## src/hdl/npcm_pkg.sv

```systemverilog
// Shared types, constants and helpers for the nearest palette color match block.
`timescale 1ns / 1ps

package npcm_pkg;

    // Squared distance from black to white; a candidate must lie strictly below it.
    localparam logic [17:0] DIST_BOUND = 18'd195075;

    // Values carried in s_axis_tuser.
    localparam logic CMD_WRITE = 1'b0;
    localparam logic CMD_QUERY = 1'b1;

    typedef struct packed {
        logic [7:0] red;
        logic [7:0] green;
        logic [7:0] blue;
    } t_rgb;

    // One palette entry presented to the distance unit, with its scan markers.
    typedef struct packed {
        logic valid;
        logic first;
        logic last;
        logic eligible;
        t_rgb entry;
    } t_probe;

    // Running best match as seen by the controller.
    typedef struct packed {
        logic        done;
        logic        hit;
        logic [17:0] distance;
    } t_match;

    function automatic logic [7:0] chan_diff(input logic [7:0] a, input logic [7:0] b);
        logic [7:0] d;
        d = (a >= b) ? (a - b) : (b - a);
        return d;
    endfunction

endpackage

```

## src/hdl/npcm_cell.sv

```systemverilog
// One palette cell of the rotating entry ring.
`timescale 1ns / 1ps

module npcm_cell (
    input  logic            i_clk,
    input  logic            i_shift,
    input  npcm_pkg::t_rgb  i_neighbor,
    input  logic            i_wr_en,
    input  npcm_pkg::t_rgb  i_wr_data,
    output npcm_pkg::t_rgb  o_entry
);
    import npcm_pkg::*;

    t_rgb r_entry;

    // Writes only arrive while the ring is parked, so the two never collide.
    always_ff @(posedge i_clk) begin
        if (i_shift) begin
            r_entry <= i_neighbor;
        end else if (i_wr_en) begin
            r_entry <= i_wr_data;
        end
    end

    assign o_entry = r_entry;

endmodule

```

## config.mk

```make
export PLATFORM = sky130hd
export DESIGN_NAME = npcm_cell
export DESIGN_NICKNAME = d
export VERILOG_FILES = /design/src/hdl/npcm_pkg.sv /design/src/hdl/npcm_cell.sv
export SDC_FILE = /design/constraint.sdc
export NUM_CORES = 1
export LEC_CHECK = 0
export BUFFER_PORTS_ARGS = -buffer_cell sky130_fd_sc_hd__buf_4
export CAP_MARGIN = 30
export CELL_PAD_IN_SITES_DETAIL_PLACEMENT = 0
export CELL_PAD_IN_SITES_GLOBAL_PLACEMENT = 2
export CORE_ASPECT_RATIO = 2
export CORE_MARGIN = 1.5
export CORE_UTILIZATION = 28
export CTS_CLUSTER_DIAMETER = 80
export DETAILED_ROUTE_END_ITERATION = 12
export PLACE_DENSITY_LB_ADDON = 0.12
export SLEW_MARGIN = 30
export SYNTH_ARGS = -nofsm -noshare
export SYNTH_HDL_FRONTEND = slang
export SYNTH_SLANG_ARGS = --single-unit
export TNS_END_PERCENT = 5
```

## constraint.sdc

```tcl
create_clock -name i_clk -period 3 [get_ports i_clk]
set_clock_uncertainty 0.1 [all_clocks]
set_input_delay 0.3 -clock i_clk [delete_from_list [all_inputs] [get_ports i_clk]]
set_output_delay 0.3 -clock i_clk [all_outputs]
set_load 0.1 [all_outputs]
```

==> impl_metrics.env <==
export IMPL_path_class="input pin to flip-flop"
export IMPL_placementRows=32
export IMPL_fin_crit_sh_pct=47.3
export IMPL_coreArea_sq_um=3840
export IMPL_ys_types=6
export IMPL_area_growth_pct=54.4
export IMPL_finalPower_uw=1030
export IMPL_fin_tns_setup_ns=0
export IMPL_p_int_uw=621
export IMPL_final_cells=177
export IMPL_root_buffer="clkbuf_8"
export IMPL_drc=0
export IMPL_finalSetupViolCount=0
export IMPL_p_leak_uw=0.000800
export IMPL_num_vias=740
export IMPL_grt_pass1_wl_um=3340
export IMPL_slew_viol_final=0
export IMPL_die_area_sq_um=4410
export IMPL_cts_tree="yes"
export IMPL_p_clk_share_pct=17.4
export IMPL_grt_start_max_net_pins=26
export IMPL_ctsResizeCount=0
export IMPL_drv_cap=0
export IMPL_post_synth_top_area_fraction_pct=64.4
export IMPL_worstPathArrival_ns=1.21
export IMPL_cp_top_family="simple AND/OR/NAND/NOR gates"
export IMPL_antenna_found_initial=0
export IMPL_power_frac_comb_pct=41.7
export IMPL_io_buffers=74
export IMPL_maxClockFrequency_ghz=0.704
export IMPL_synth_area_leaders="edfxtp_1 64%, mux2_4 25%, mux2_2 5.0%, buf_12 3.6%, buf_6 1.0%"
export IMPL_mostFrequentLayoutCells="74 x buf_4, 24 x edfxtp_1, 19 x mux2_4, 5 x mux2_2, 3 x clkbuf_8"
export IMPL_startpoint_type="input pin"
export IMPL_power_density_nw_per_um2=595
export IMPL_post_cts_setup_buffers=0
export IMPL_final_common_cell="buf_4"
export IMPL_clk_pin_slew_worst_paths_ns=0.08
export IMPL_synth_seq_area_share_pct=64.4
export IMPL_firstDrtPassIters=2
export IMPL_cp_slowest_cell="or2_2"
export IMPL_cts_sinks=24
export IMPL_cp_end_kind="flip-flop"
export IMPL_path_buf_inv=1
export IMPL_rsz0062_at_grt="no"
export IMPL_drive_gt1_share_pct=81.0
export IMPL_gp_congestion=0.712
export IMPL_syn_area_sq_um=1120
export IMPL_drt_iter0_markers=4
export IMPL_synth_nets=103
export IMPL_max_clock_path_buffers=2
export IMPL_die_height_um=92.4
export IMPL_p_seq_share_pct=41.0
export IMPL_yosysTopAreaCell="edfxtp_1"
export IMPL_synth_cells=52
export IMPL_final_hold_viol_count=0
export IMPL_dpl_cell_count=174
export IMPL_cts_max_level=1
export IMPL_switchingPower_uw=407
export IMPL_routed_wl_um=2140
export IMPL_ios=75
export IMPL_syn_avg_cell_area_sq_um=21.5
export IMPL_start_util_pct=29.1
export IMPL_required_ns=2.80
export IMPL_hp_class="input pin to flip-flop"
export IMPL_postRouteAntennaNets=0
export IMPL_status="completed"
export IMPL_cp_cell_sequence="buf_4 > or2_2"
export IMPL_grt_usage_pct=10.4
export IMPL_tightest_slew_ns=0.541
export IMPL_vias_per_cell=4.18
export IMPL_grt_pass1_vias=739
export IMPL_cp_max_fo=25
export IMPL_ir_drop_mv=0.266
export IMPL_largest_reg_flops=24
export IMPL_routedWlPerCell_um=12.1
export IMPL_sw_frac_of_total_pct=39.6
export IMPL_fin_crit_ns=1.42
export IMPL_die_w_um=47.7
export IMPL_cts_hold_buffers_added=0
export IMPL_slew_headroom_pct=63.9
export IMPL_max_stage_delay_ns=0.55
export IMPL_cts_buffers=3
export IMPL_fin_nets=179
export IMPL_ys_ff_latch=24
export IMPL_diodes=0
export IMPL_yosys_warnings=0
export IMPL_grt_overflow_total=0
[synthesized netlist by cell type]
| library cell | instances |
|---|---|
| buf_6 | 1 |
| mux2_4 | 19 |
| buf_12 | 2 |
| edfxtp_1 | 24 |
| or2_1 | 1 |
| mux2_2 | 5 |
[cell type report]
cell class,count,area (sq um)
Multi-Input combinational cell,25,348
Timing Repair Buffer,74,556
Fill cell,389,2110
Sequential cell,24,721
Clock buffer,3,41.3
Tap cell,51,63.8
[through the flow]
stage | worst slack, ns | hold WS [ns] | instance area, sq um | util [%]
detailed placement | 0.950 | 0.503 | 1690 | 43.9
CTS | 1.24 | 0.234 | 1730 | 45.0
finish | 1.58 | 0.240 | 1730 | 45.0
global route | 1.48 | 0.228 | 1730 | 45.0
floorplan | 1.37 | 0.417 | 1120 | -
global placement | 0.994 | 0.503 | 1690 | 43.9
[worst paths after layout]
check                 depth (start not counted)           to           start  slack, ns
worst max-delay path                          2   o_entry[7]         i_shift       1.58
worst min-delay path                          2  o_entry[16]  i_neighbor[16]       0.24
[logic make-up (layout without fill, tap and decap cells)]
logic type             count (synthesis)  count (layout)  share of synthesized area, %
DFF                                   24              24                          64.4
buffers and inverters                  3              77                          4.58
muxes                                 24              24                          30.5
and+or+nand+nor                        1               1                         0.559
[power by group through the flow]
stage	combinational, uW	sequential (uW)	clock (uW)
after floorplan	57.0	698	0
after global placement	429	428	0
after detailed placement	431	429	0
after CTS	432	422	186
after global routing	442	426	196
final	428	421	179
[per-layer routing]
layer  track usage [%]  wire [um]  share of wire [%]  up-vias
met5                 0          0                  0        -
met4              4.05         22                1.0        0
met3              3.90        249                 12        2
met2              16.3       1190                 56       44
met1              12.2        680                 32      345
li1                  -          -                  -      349
Note: power is estimated with default switching activity, not from simulation.
