## config.mk

```make
export PLATFORM = sky130hd
export DESIGN_NAME = npcm_dist
export DESIGN_NICKNAME = d
export VERILOG_FILES = /design/src/hdl/npcm_pkg.sv /design/src/hdl/npcm_dist.sv
export SDC_FILE = /design/constraint.sdc
export NUM_CORES = 1
export LEC_CHECK = 0
export BUFFER_PORTS_ARGS = -buffer_cell sky130_fd_sc_hd__buf_2
export CAP_MARGIN = 20
export CORE_ASPECT_RATIO = 1.1
export CORE_MARGIN = 10
export CORE_UTILIZATION = 25
export CTS_BUF_LIST = sky130_fd_sc_hd__clkbuf_4
export DETAILED_ROUTE_END_ITERATION = 10
export SETUP_SLACK_MARGIN = 0.15
export SYNTH_ARGS = -nofsm -noshare
export SYNTH_HDL_FRONTEND = slang
export SYNTH_SLANG_ARGS = --single-unit
export TNS_END_PERCENT = 5
```

## constraint.sdc

```tcl
create_clock -name i_clk -period 10.57 [get_ports i_clk]
set_input_delay 2.114 -clock i_clk [delete_from_list [all_inputs] [get_ports i_clk]]
set_output_delay 2.114 -clock i_clk [all_outputs]
set_load 0.05 [all_outputs]
```

## src/hdl/npcm_pkg.sv

```systemverilog
// Shared types, constants and helpers for the nearest palette color match block.
`timescale 1ns / 1ps

package npcm_pkg;

    // Squared distance from black to white; a candidate must lie strictly below it.
    localparam logic [17:0] DIST_BOUND = 18'd195075;

    // Values carried in s_axis_tuser.
    localparam logic CMD_WRITE = 1'b0;
    localparam logic CMD_QUERY = 1'b1;

    typedef struct packed {
        logic [7:0] red;
        logic [7:0] green;
        logic [7:0] blue;
    } t_rgb;

    // One palette entry presented to the distance unit, with its scan markers.
    typedef struct packed {
        logic valid;
        logic first;
        logic last;
        logic eligible;
        t_rgb entry;
    } t_probe;

    // Running best match as seen by the controller.
    typedef struct packed {
        logic        done;
        logic        hit;
        logic [17:0] distance;
    } t_match;

    function automatic logic [7:0] chan_diff(input logic [7:0] a, input logic [7:0] b);
        logic [7:0] d;
        d = (a >= b) ? (a - b) : (b - a);
        return d;
    endfunction

endpackage

```

## src/hdl/npcm_dist.sv

```systemverilog
// Two-stage squared distance and running minimum unit at the head of the ring.
`timescale 1ns / 1ps

module npcm_dist #(
    parameter int IDX_W = 8
) (
    input  logic              i_clk,
    input  logic              i_rst_n,
    input  npcm_pkg::t_probe  i_probe,
    input  logic [IDX_W-1:0]  i_step,
    input  npcm_pkg::t_rgb    i_color,
    output npcm_pkg::t_match  o_match,
    output logic [IDX_W-1:0]  o_index
);
    import npcm_pkg::*;

    logic             r_s1_valid;
    logic             r_s1_first;
    logic             r_s1_last;
    logic             r_s1_elig;
    logic [IDX_W-1:0] r_s1_step;
    logic [15:0]      r_sq_r;
    logic [15:0]      r_sq_g;
    logic [15:0]      r_sq_b;

    logic             r_done;
    logic             r_hit;
    logic [17:0]      r_best;
    logic [IDX_W-1:0] r_best_idx;

    logic [7:0]  w_dr;
    logic [7:0]  w_dg;
    logic [7:0]  w_db;
    logic [17:0] w_sum;
    logic [17:0] w_bound;
    logic        w_take;

    assign w_dr = chan_diff(i_color.red,   i_probe.entry.red);
    assign w_dg = chan_diff(i_color.green, i_probe.entry.green);
    assign w_db = chan_diff(i_color.blue,  i_probe.entry.blue);

    always_ff @(posedge i_clk) begin
        if (!i_rst_n) begin
            r_s1_valid <= 1'b0;
        end else begin
            r_s1_valid <= i_probe.valid;
        end
        r_s1_first <= i_probe.first;
        r_s1_last  <= i_probe.last;
        r_s1_elig  <= i_probe.eligible;
        r_s1_step  <= i_step;
        r_sq_r     <= 16'(w_dr) * 16'(w_dr);
        r_sq_g     <= 16'(w_dg) * 16'(w_dg);
        r_sq_b     <= 16'(w_db) * 16'(w_db);
    end

    assign w_sum   = 18'(r_sq_r) + 18'(r_sq_g) + 18'(r_sq_b);
    // The first entry of a scan compares against the black-to-white bound.
    assign w_bound = r_s1_first ? DIST_BOUND : r_best;
    assign w_take  = r_s1_elig && (w_sum < w_bound);

    always_ff @(posedge i_clk) begin
        if (!i_rst_n) begin
            r_done <= 1'b0;
            r_hit  <= 1'b0;
        end else begin
            r_done <= r_s1_valid && r_s1_last;
            if (r_s1_valid) begin
                if (r_s1_first) begin
                    r_hit <= w_take;
                end else if (w_take) begin
                    r_hit <= 1'b1;
                end
            end
        end
        if (r_s1_valid) begin
            if (w_take) begin
                r_best     <= w_sum;
                r_best_idx <= r_s1_step;
            end else if (r_s1_first) begin
                r_best <= DIST_BOUND;
            end
        end
    end

    assign o_match.done     = r_done;
    assign o_match.hit      = r_hit;
    assign o_match.distance = r_best;
    assign o_index          = r_best_idx;

endmodule
```

==> flow_summary.ini, run 1 <==
[place]
hpwl_um = 17400
gp_congestion = 0.816
dp.cells = 1698
port_buffers = 89
pre_cts_slack_ns = 1.45

[synth]
syn_area_um2 = 10300
syn_inst = 1117
yosys-top-cells-count = inv_1 (199), ha_1 (166), nor2_1 (111)
synth_top_cell_by_area = ha_1
netlist.area_leader.share_pct = 20.2
muxShareOfSynthArea_pct = 2.47
synthFlopType = dfxtp_1
synth-edff-count = 26
yosysWarnings = 0
yosysMostFrequentCell = inv_1
ys_seq_elements = 85
synth_top_family_by_area = adder cells
synth.area.top_cells = ha_1 (20%), fa_1 (19%), dfxtp_1 (11%)
synth_adder_area_share_pct = 39.1
synth_compound_area_share_pct = 12.6
synthSimpleGateAreaFrac_pct = 10.8
yosysUniqueCellTypes = 59
seq_area_frac_synth_pct = 19.1
synthArstFlopShare_pct = 0
synth_xor_area_share_pct = 7.44
synth.avg_cell_area_um2 = 9.20

[timing]
period_share_pct = 81.0
report.final.slew_viol_count = 0
fin_skew_ns = 0.0123
fmax_mhz = 117
tns_ns = 0
slew_headroom_pct = 30.1
setup_ws_ns = 2.01
hold_viol_final = 0
setup-violations-final = 0
worstMarginPinSlew_ns = 1.02
rsz0062_at_grt = false
fin_crit_ns = 8.56

[clocking]
root_buffer = clkbuf_4
clock_sinks = 85
h-tree-depth = 3
post-cts-setup-buffer-count = 0
clock_latency_ns = 0.45
clockBufferDepth = 2
cts_buffers = 9
cts_resized = 0
ctsHoldBuffers = 0
tritoncts = yes
clk_pin_slew_ns = 0.13

[route]
via_per_inst = 4.34
routedWlPerCell_um = 11.8
dr.pass1.iters = 5
drtAntennaViolNets = 0
drc = 0
drtIter0Drc = 288
wirelength_um = 20200
vias = 7435

[critical_path]
cp-start-kind = input port
cpPeakStageDelay_ns = 0.57
cp_max_fo = 10
crit_path_end_kind = register
crit_required_ns = 10.91
path_class = in -> reg
critPathSlowestCell = a2111oi_0
critPathLaunch = i_color[0]
critical_path_arrival_ns = 8.90
reg2reg_from = r_sq_b[4]

[finish]
fillers = 4351
drive_above_1_share_pct = 11.5
nets = 1521
finalNonFillerCells = 1715
fin_util_pct = 28.2
multi_input_area_um2 = 7450
area_growth_pct = 11.0
regArea_um2 = 1960

[hold_path]
min_path_type = reg -> reg
hold_start = r_s1_step[5]

[global_route]
antenna_found_initial = 1
grt_use_total_pct = 8.25
grt_max_degree = 25
grt.overflow.total = 0
grt_pass1_wl_um = 34700
grt_pass1_vias = 7745

[floorplan]
fp.dieH_um = 233
chipWidth_um = 213
num_rows = 77
io_pins = 90
start_util_pct = 25.4
die-area_um2 = 49600
core-area_um2 = 40500

[outcome]
status = complete, no violations

[job]
cap_violations = 0
## cell type report
class / instances / share of cell area (%)
diodes: 1 / 0.0219
clock buffers: 9 / 0.592
clock inverters: 7 / 0.636
inverters: 200 / 6.58
multi-input cells: 809 / 65.3
flip-flops and latches: 85 / 17.2
well taps: 513 / 5.63
repair buffers: 91 / 4.04
## path summary, 6_finish.rpt
path | to | slack [ns] | cells after the start
worst min register to register | o_index[5] | 0.42 | 0
worst max register to register | r_best[8] | 5.38 | 16
worst min-delay path | o_index[5] | 0.42 | 0
worst max-delay path | r_sq_b[15] | 2.01 | 26
## routing by layer
layer  global-route usage (%)  vias to the layer above  wire (um)
li1                         -                     3801          -
met1                     10.4                     3525       9530
met2                     14.7                       98       9800
met3                     1.30                       11        749
met4                     1.22                        0        135
met5                        0                        -          0
## registers in the layout, indices dropped and copies added, names as in the netlist
| name | flops |
|---|---|
| r_best | 18 |
| r_s1_last | 1 |
| r_hit | 1 |
| r_done | 1 |
| r_sq_b | 15 |
| r_s1_first | 1 |
| r_s1_step | 8 |
| r_s1_valid | 1 |
| r_sq_g | 15 |
| r_s1_elig | 1 |
| o_index | 8 |
| r_sq_r | 15 |
## cell families after synthesis
| logic type | Yosys count |
|---|---|
| other cells | 2 |
| simple gates | 234 |
| buf+inv | 224 |
| flops | 85 |
| xor+xnor | 83 |
| compound gates | 201 |
| fa+ha+maj | 263 |
| mux | 25 |
## cells in the final DEF, fill, tap and decap left out, types with 22 or more instances in the layout
cell / instances
inv_1: 199
ha_1: 166
nor2_1: 111
fa_1: 97
buf_2: 89
a21oi_1: 60
dfxtp_1: 59
xnor2_1: 56
o21ai_0: 40
a21o_1: 29
nand2_1: 27
edfxtp_1: 26
nand2b_1: 23
mux2i_1: 22
xor2_1: 22
## per-stage QoR
step	cell area, um2	hold slack [ns]
2_1_floorplan	10300	0.386
3_3_place_gp	11300	0.387
4_1_cts	11400	0.420
5_1_grt	11400	0.417
3_5_place_dp	11300	0.394
6_report	11400	0.425
## worst max-delay path, delay by kind of cell
| family | cells | cell delay, ns |
|---|---|---|
| compound gates | 7 | 1.76 |
| xor+xnor | 2 | 0.64 |
| fa+ha+maj | 7 | 2.94 |
| buf+inv | 6 | 0.38 |
| mux | 1 | 0.33 |
| simple gates | 3 | 0.74 |
Power of run 1 is not shown: default switching activity piles up to over one toggle a cycle in this logic, so the estimate is an artifact.
==> run 2: changes to the inputs <==
- clock period: 10.57 -> 8.6 ns (I/O delays scaled with it)
==> run 2 against run 1 <==
Global-route usage about the same. Critical path depth decreased by 2. Non-clock buffer count increased by 11. Via count increased by 0.24%. Highest routed layer unchanged. Critical path type unchanged. Worst hold slack got worse by 0.0022 ns. Largest cell class unchanged. Register-to-register slack got worse by 1.9 ns. Core utilization increased by 0.14 points. Sequential share of layout area decreased by 0.086 points. Critical endpoint unchanged. First-iteration DRC count increased by 4.5%.
==> flow_summary.ini, run 2 (synthesized netlist as in run 1, its figures left out) <==
[clocking]
clk_pin_slew_ns = 0.13
post-cts-setup-buffer-count = 0
h-tree-depth = 3
clock_sinks = 85
clock_latency_ns = 0.45
root_buffer = clkbuf_4
clockBufferDepth = 2
tritoncts = yes
cts_resized = 0
ctsHoldBuffers = 0
cts_buffers = 9

[route]
drc = 0
routedWlPerCell_um = 11.5
vias = 7453
dr.pass1.iters = 5
drtAntennaViolNets = 0
drtIter0Drc = 301
wirelength_um = 19900
via_per_inst = 4.32

[critical_path]
r2r_cells = 16
critPathLaunch = i_probe[3]
r2r_end = r_best[8]
crit_path_end_kind = register
cp_max_fo = 9
reg2reg_from = r_sq_b[4]
path_class = in -> reg
critical_path_arrival_ns = 8.20
cp-start-kind = input port
rrSetupSlack_ns = 3.50
endpoint = r_sq_b[15]
crit_required_ns = 8.94

[timing]
fin_skew_ns = 0.0185
setup-violations-final = 0
rsz0062_at_grt = false
fmax_mhz = 127
period_share_pct = 91.4
fin_crit_ns = 7.86
tns_ns = 0
slew_headroom_pct = 34.4
report.final.slew_viol_count = 0
worstMarginPinSlew_ns = 0.978
hold_viol_final = 0

[place]
hpwl_um = 17200
gp_congestion = 0.823
port_buffers = 89

[finish]
final_cell_mix = inv_1 (199), ha_1 (166), nor2_1 (111)
regArea_um2 = 1960
area_growth_pct = 11.6
top_register = r_best
nets = 1532
fillers = 4262
largest_reg_flops = 18
drive_above_1_share_pct = 12.2
multi_input_area_um2 = 7450
final_common_cell = inv_1

[global_route]
antenna_found_initial = 1
met1_usage_pct = 10.7
grt_pass1_wl_um = 35200
grt_pass1_vias = 7713
grt.overflow.total = 0
grt_max_degree = 27
busiest_layer = met2
met2_usage_pct = 14.4
grtUsageMet3_pct = 1.30
grt_use_total_pct = 8.28

[floorplan]
die-area_um2 = 49600
chipWidth_um = 213
core-area_um2 = 40500
start_util_pct = 25.4
num_rows = 77
fp.dieH_um = 233
io_pins = 90

[job]
cap_violations = 0

[hold_path]
min_path_type = reg -> reg
holdPathStages = 0

[outcome]
status = complete, no violations
-- run 2: cell count changes in the layout (fill, tap and decap cells not counted), sizes merged --
| cell | delta |
|---|---|
| clkinv | +1 |
| buf | +11 |
| bufinv | -1 |
-- run 2: worst min-delay path by stage --
stage	from	slack [ns]	end
5_1_grt	r_s1_step[5]	0.43	o_index[5]
6_report	r_s1_step[5]	0.42	o_index[5]
4_1_cts	r_s1_step[6]	0.42	o_index[6]
3_3_place_gp	r_s1_step[6]	0.39	o_index[6]
3_5_place_dp	r_s1_step[6]	0.39	o_index[6]
2_1_floorplan	r_s1_step[0]	0.39	o_index[0]
-- run 2: routing by layer --
layer,vias up,share of wire [%],wire length [um]
met4,0,0.52,103
li1,3815,-,-
met1,3529,48,9580
met3,7,3.5,698
met5,-,0,0
met2,102,48,9550
-- run 2: metrics by stage --
stage               setup slack [ns]  std cells  hold slack, ns  util (%)  instance area [um2]
floorplan                      0.531       1118           0.386         -                10300
global placement               0.422       1709           0.387      28.0                11300
detailed placement             0.227       1709           0.391      28.0                11300
CTS                            0.722       1725           0.425      28.3                11500
global route                   0.340       1726           0.428      28.3                11500
finish                         0.740       1726           0.423      28.3                11500
-- run 2: cell type report --
class / count / area share (%)
Inverter: 200 / 6.55
Antenna cell: 1 / 0.0218
Clock inverter: 7 / 0.415
Sequential cell: 85 / 17.1
Timing Repair Buffer: 102 / 4.74
Multi-Input combinational cell: 809 / 65.0
Tap cell: 513 / 5.60
Clock buffer: 9 / 0.589
-- run 2: worst max-delay path, cell delays in order --
cell and delay, ns:
buf_2 0.09, inv_1 0.04, ha_1 0.40, a21o_1 0.25
a31oi_2 0.18, a31oi_1 0.15, a211oi_4 0.47, mux2i_1 0.68
nor2_1 0.18, fa_1 0.54, fa_1 0.55, inv_1 0.05
fa_1 0.50, fa_1 0.54, inv_1 0.04, ha_1 0.35
or3_1 0.33, o21ai_0 0.09, a21oi_1 0.08, and4_1 0.21
a2111oi_0 0.36, buf_4 0.19, a21oi_1 0.07, xor2_1 0.16
Power of run 2 is left out for the same reason.
==> run 3: changes to the inputs <==
- ABC_AREA: unset -> 1
- PLACE_DENSITY_LB_ADDON: unset -> 0.1
==> run 3 against run 2 <==
Sequential share of layout area shrank 1.3 points. Critical path depth grew 3. Highest routed layer unchanged. Wire length grew 32%. Setup slack gained 1.1 ns. Worst hold slack lost 0.0026 ns. Design area grew 8.4%. Register-to-register slack gained 1.3 ns. Core utilization shrank 0.28 points. Synthesized cell count grew 34%. Clock skew shrank 0.0035 ns.
==> flow_summary.ini, run 3 <==
[clocking]
clockBufferDepth = 2
cts_buffers = 9
clk_pin_slew_ns = 0.14
tritoncts = yes
h-tree-depth = 3
cts_resized = 0
root_buffer = clkbuf_4
clock_sinks = 85
ctsHoldBuffers = 0
clock_latency_ns = 0.45
post-cts-setup-buffer-count = 0

[timing]
period_share_pct = 78.4
fmax_mhz = 148
report.final.slew_viol_count = 0
fin_crit_ns = 6.74
hold_viol_final = 0
fin_skew_ns = 0.0151
setup-violations-final = 0
tns_ns = 0
slew_headroom_pct = 34.5
rsz0062_at_grt = false
worstMarginPinSlew_ns = 0.981

[critical_path]
reg2reg_from = r_sq_g[15]
path_class = in -> reg
cp_max_fo = 9
crit_path_end_kind = register
cp-start-kind = input port
r2r_cells = 19
crit_required_ns = 8.94
critical_path_arrival_ns = 7.08
r2r_end = r_best[2]
rrSetupSlack_ns = 4.77

[floorplan]
start_util_pct = 25.2
chipWidth_um = 221
fp.dieH_um = 242
num_rows = 81
core-area_um2 = 44300
io_pins = 90
die-area_um2 = 53500

[place]
hpwl_um = 23300
dp.cells = 2153
port_buffers = 89
gp_congestion = 0.771

[global_route]
grt.overflow.total = 0
grt_pass1_vias = 9152
grt_max_degree = 30
antenna_found_initial = 1
grt_use_total_pct = 9.95
grt_pass1_wl_um = 45400

[synth]
yosysUniqueCellTypes = 39
yosys-top-cells-count = nand2_1 (372), inv_1 (282), ha_1 (166)
yosysMostFrequentCell = nand2_1
ys_seq_elements = 85
yosysWarnings = 0
synth.avg_cell_area_um2 = 7.44
synthArstFlopShare_pct = 0
synth.area.top_cells = ha_1 (19%), fa_1 (17%), nand2_1 (13%)
syn_inst = 1498
synthFlopType = dfxtp_1
netlist.area_leader.share_pct = 18.6
synth_top_cell_by_area = ha_1
seq_area_frac_synth_pct = 17.6
syn_area_um2 = 11200
synth-edff-count = 26

[hold_path]
min_path_type = reg -> reg
whs_endpoint = o_index[3]
holdPathStages = 0
hold_start = r_s1_step[3]

[finish]
final_cell_mix = nand2_1 (372), inv_1 (282), ha_1 (166)
drive_above_1_share_pct = 9.19
top_register = r_best
area_growth_pct = 11.4
finalNonFillerCells = 2170
largest_reg_flops = 18
final_common_cell = nand2_1
nets = 1908

[route]
via_per_inst = 4.12
drtIter0Drc = 377
drc = 0
drtAntennaViolNets = 0
dr.pass1.iters = 5
vias = 8931
wirelength_um = 26400
routedWlPerCell_um = 12.1

[job]
cap_violations = 0

[outcome]
status = complete, no violations
==> run 3: cell count changes after synthesis, sizes merged, moves of 22 or more <==
cell,delta
nand2,+363
inv,+93
nand3,+57
nor2,+28
xnor2,-28
nand2b,-23
a21o,-22
mux2i,-22
==> run 3: worst max-delay path by stage <==
| stage | to | slack (ns) | from |
|---|---|---|---|
| after floorplan | r_sq_g[13] | 2.03 | i_color[8] |
| after global placement | r_sq_g[13] | 1.22 | i_color[8] |
| after detailed placement | r_sq_g[15] | 1.31 | i_color[8] |
| after CTS | r_sq_g[15] | 1.81 | i_color[8] |
| after global routing | r_sq_g[15] | 1.38 | i_color[8] |
| final | r_sq_g[15] | 1.86 | i_color[8] |
==> run 3: routing by layer <==
| metal | vias to the layer above | routed length (um) | GRT usage (%) |
|---|---|---|---|
| met5 | - | 0 | 0 |
| met4 | 0 | 95 | 1.45 |
| met3 | 7 | 685 | 1.24 |
| met2 | 111 | 12300 | 16.9 |
| met1 | 4006 | 13300 | 13.5 |
| li1 | 4807 | - | - |
==> run 3: logic make-up (layout without fill, tap and decap cells) <==
kind of cell / Yosys count / after routing / synth area share, %
compound gates: 148 / 148 / 7.53
fa+ha+maj: 263 / 263 / 36.0
xor+xnor: 66 / 66 / 5.18
other cells: 2 / 4 / 0.0674
simple gates: 624 / 624 / 22.9
flops: 85 / 85 / 17.6
buf+inv: 310 / 399 / 10.7
==> run 3: per-stage QoR <==
stage | hold slack (ns) | util, % | area [um2] | setup slack [ns]
after floorplan | 0.386 | - | 11200 | 2.03
after global placement | 0.387 | 27.6 | 12200 | 1.22
after detailed placement | 0.389 | 27.6 | 12200 | 1.31
after CTS | 0.422 | 28.1 | 12400 | 1.81
after global routing | 0.430 | 28.1 | 12400 | 1.38
final | 0.420 | 28.1 | 12400 | 1.86
==> run 3: layout make-up <==
cell class | instances | area, um2
Timing Repair Buffer | 89 | 445
Clock inverter | 7 | 120
Inverter | 294 | 1100
Tap cell | 581 | 727
Multi-Input combinational cell | 1104 | 8000
Antenna cell | 1 | 2.50
Sequential cell | 85 | 1960
Clock buffer | 9 | 67.6
Fill cell | 4877 | 31900
==> run 3: critical path, stage by stage <==
cell      delay, ns
buf_2          0.11
inv_1          0.05
ha_1           0.13
inv_1          0.06
fa_1           0.44
nand3_1        0.11
nand3_1        0.11
nand2_1        0.11
o211ai_2       0.19
o21ai_1        0.35
inv_2          0.18
nor2_1         0.24
fa_1           0.46
fa_1           0.54
inv_1          0.05
fa_1           0.50
fa_1           0.54
inv_1          0.04
ha_1           0.35
a21oi_1        0.16
o21ai_0        0.11
nand2_1        0.07
nand2_1        0.04
nor2_1         0.21
inv_1          0.07
nand2_1        0.07
nand2_1        0.08
Power of run 3 is left out for the same reason.
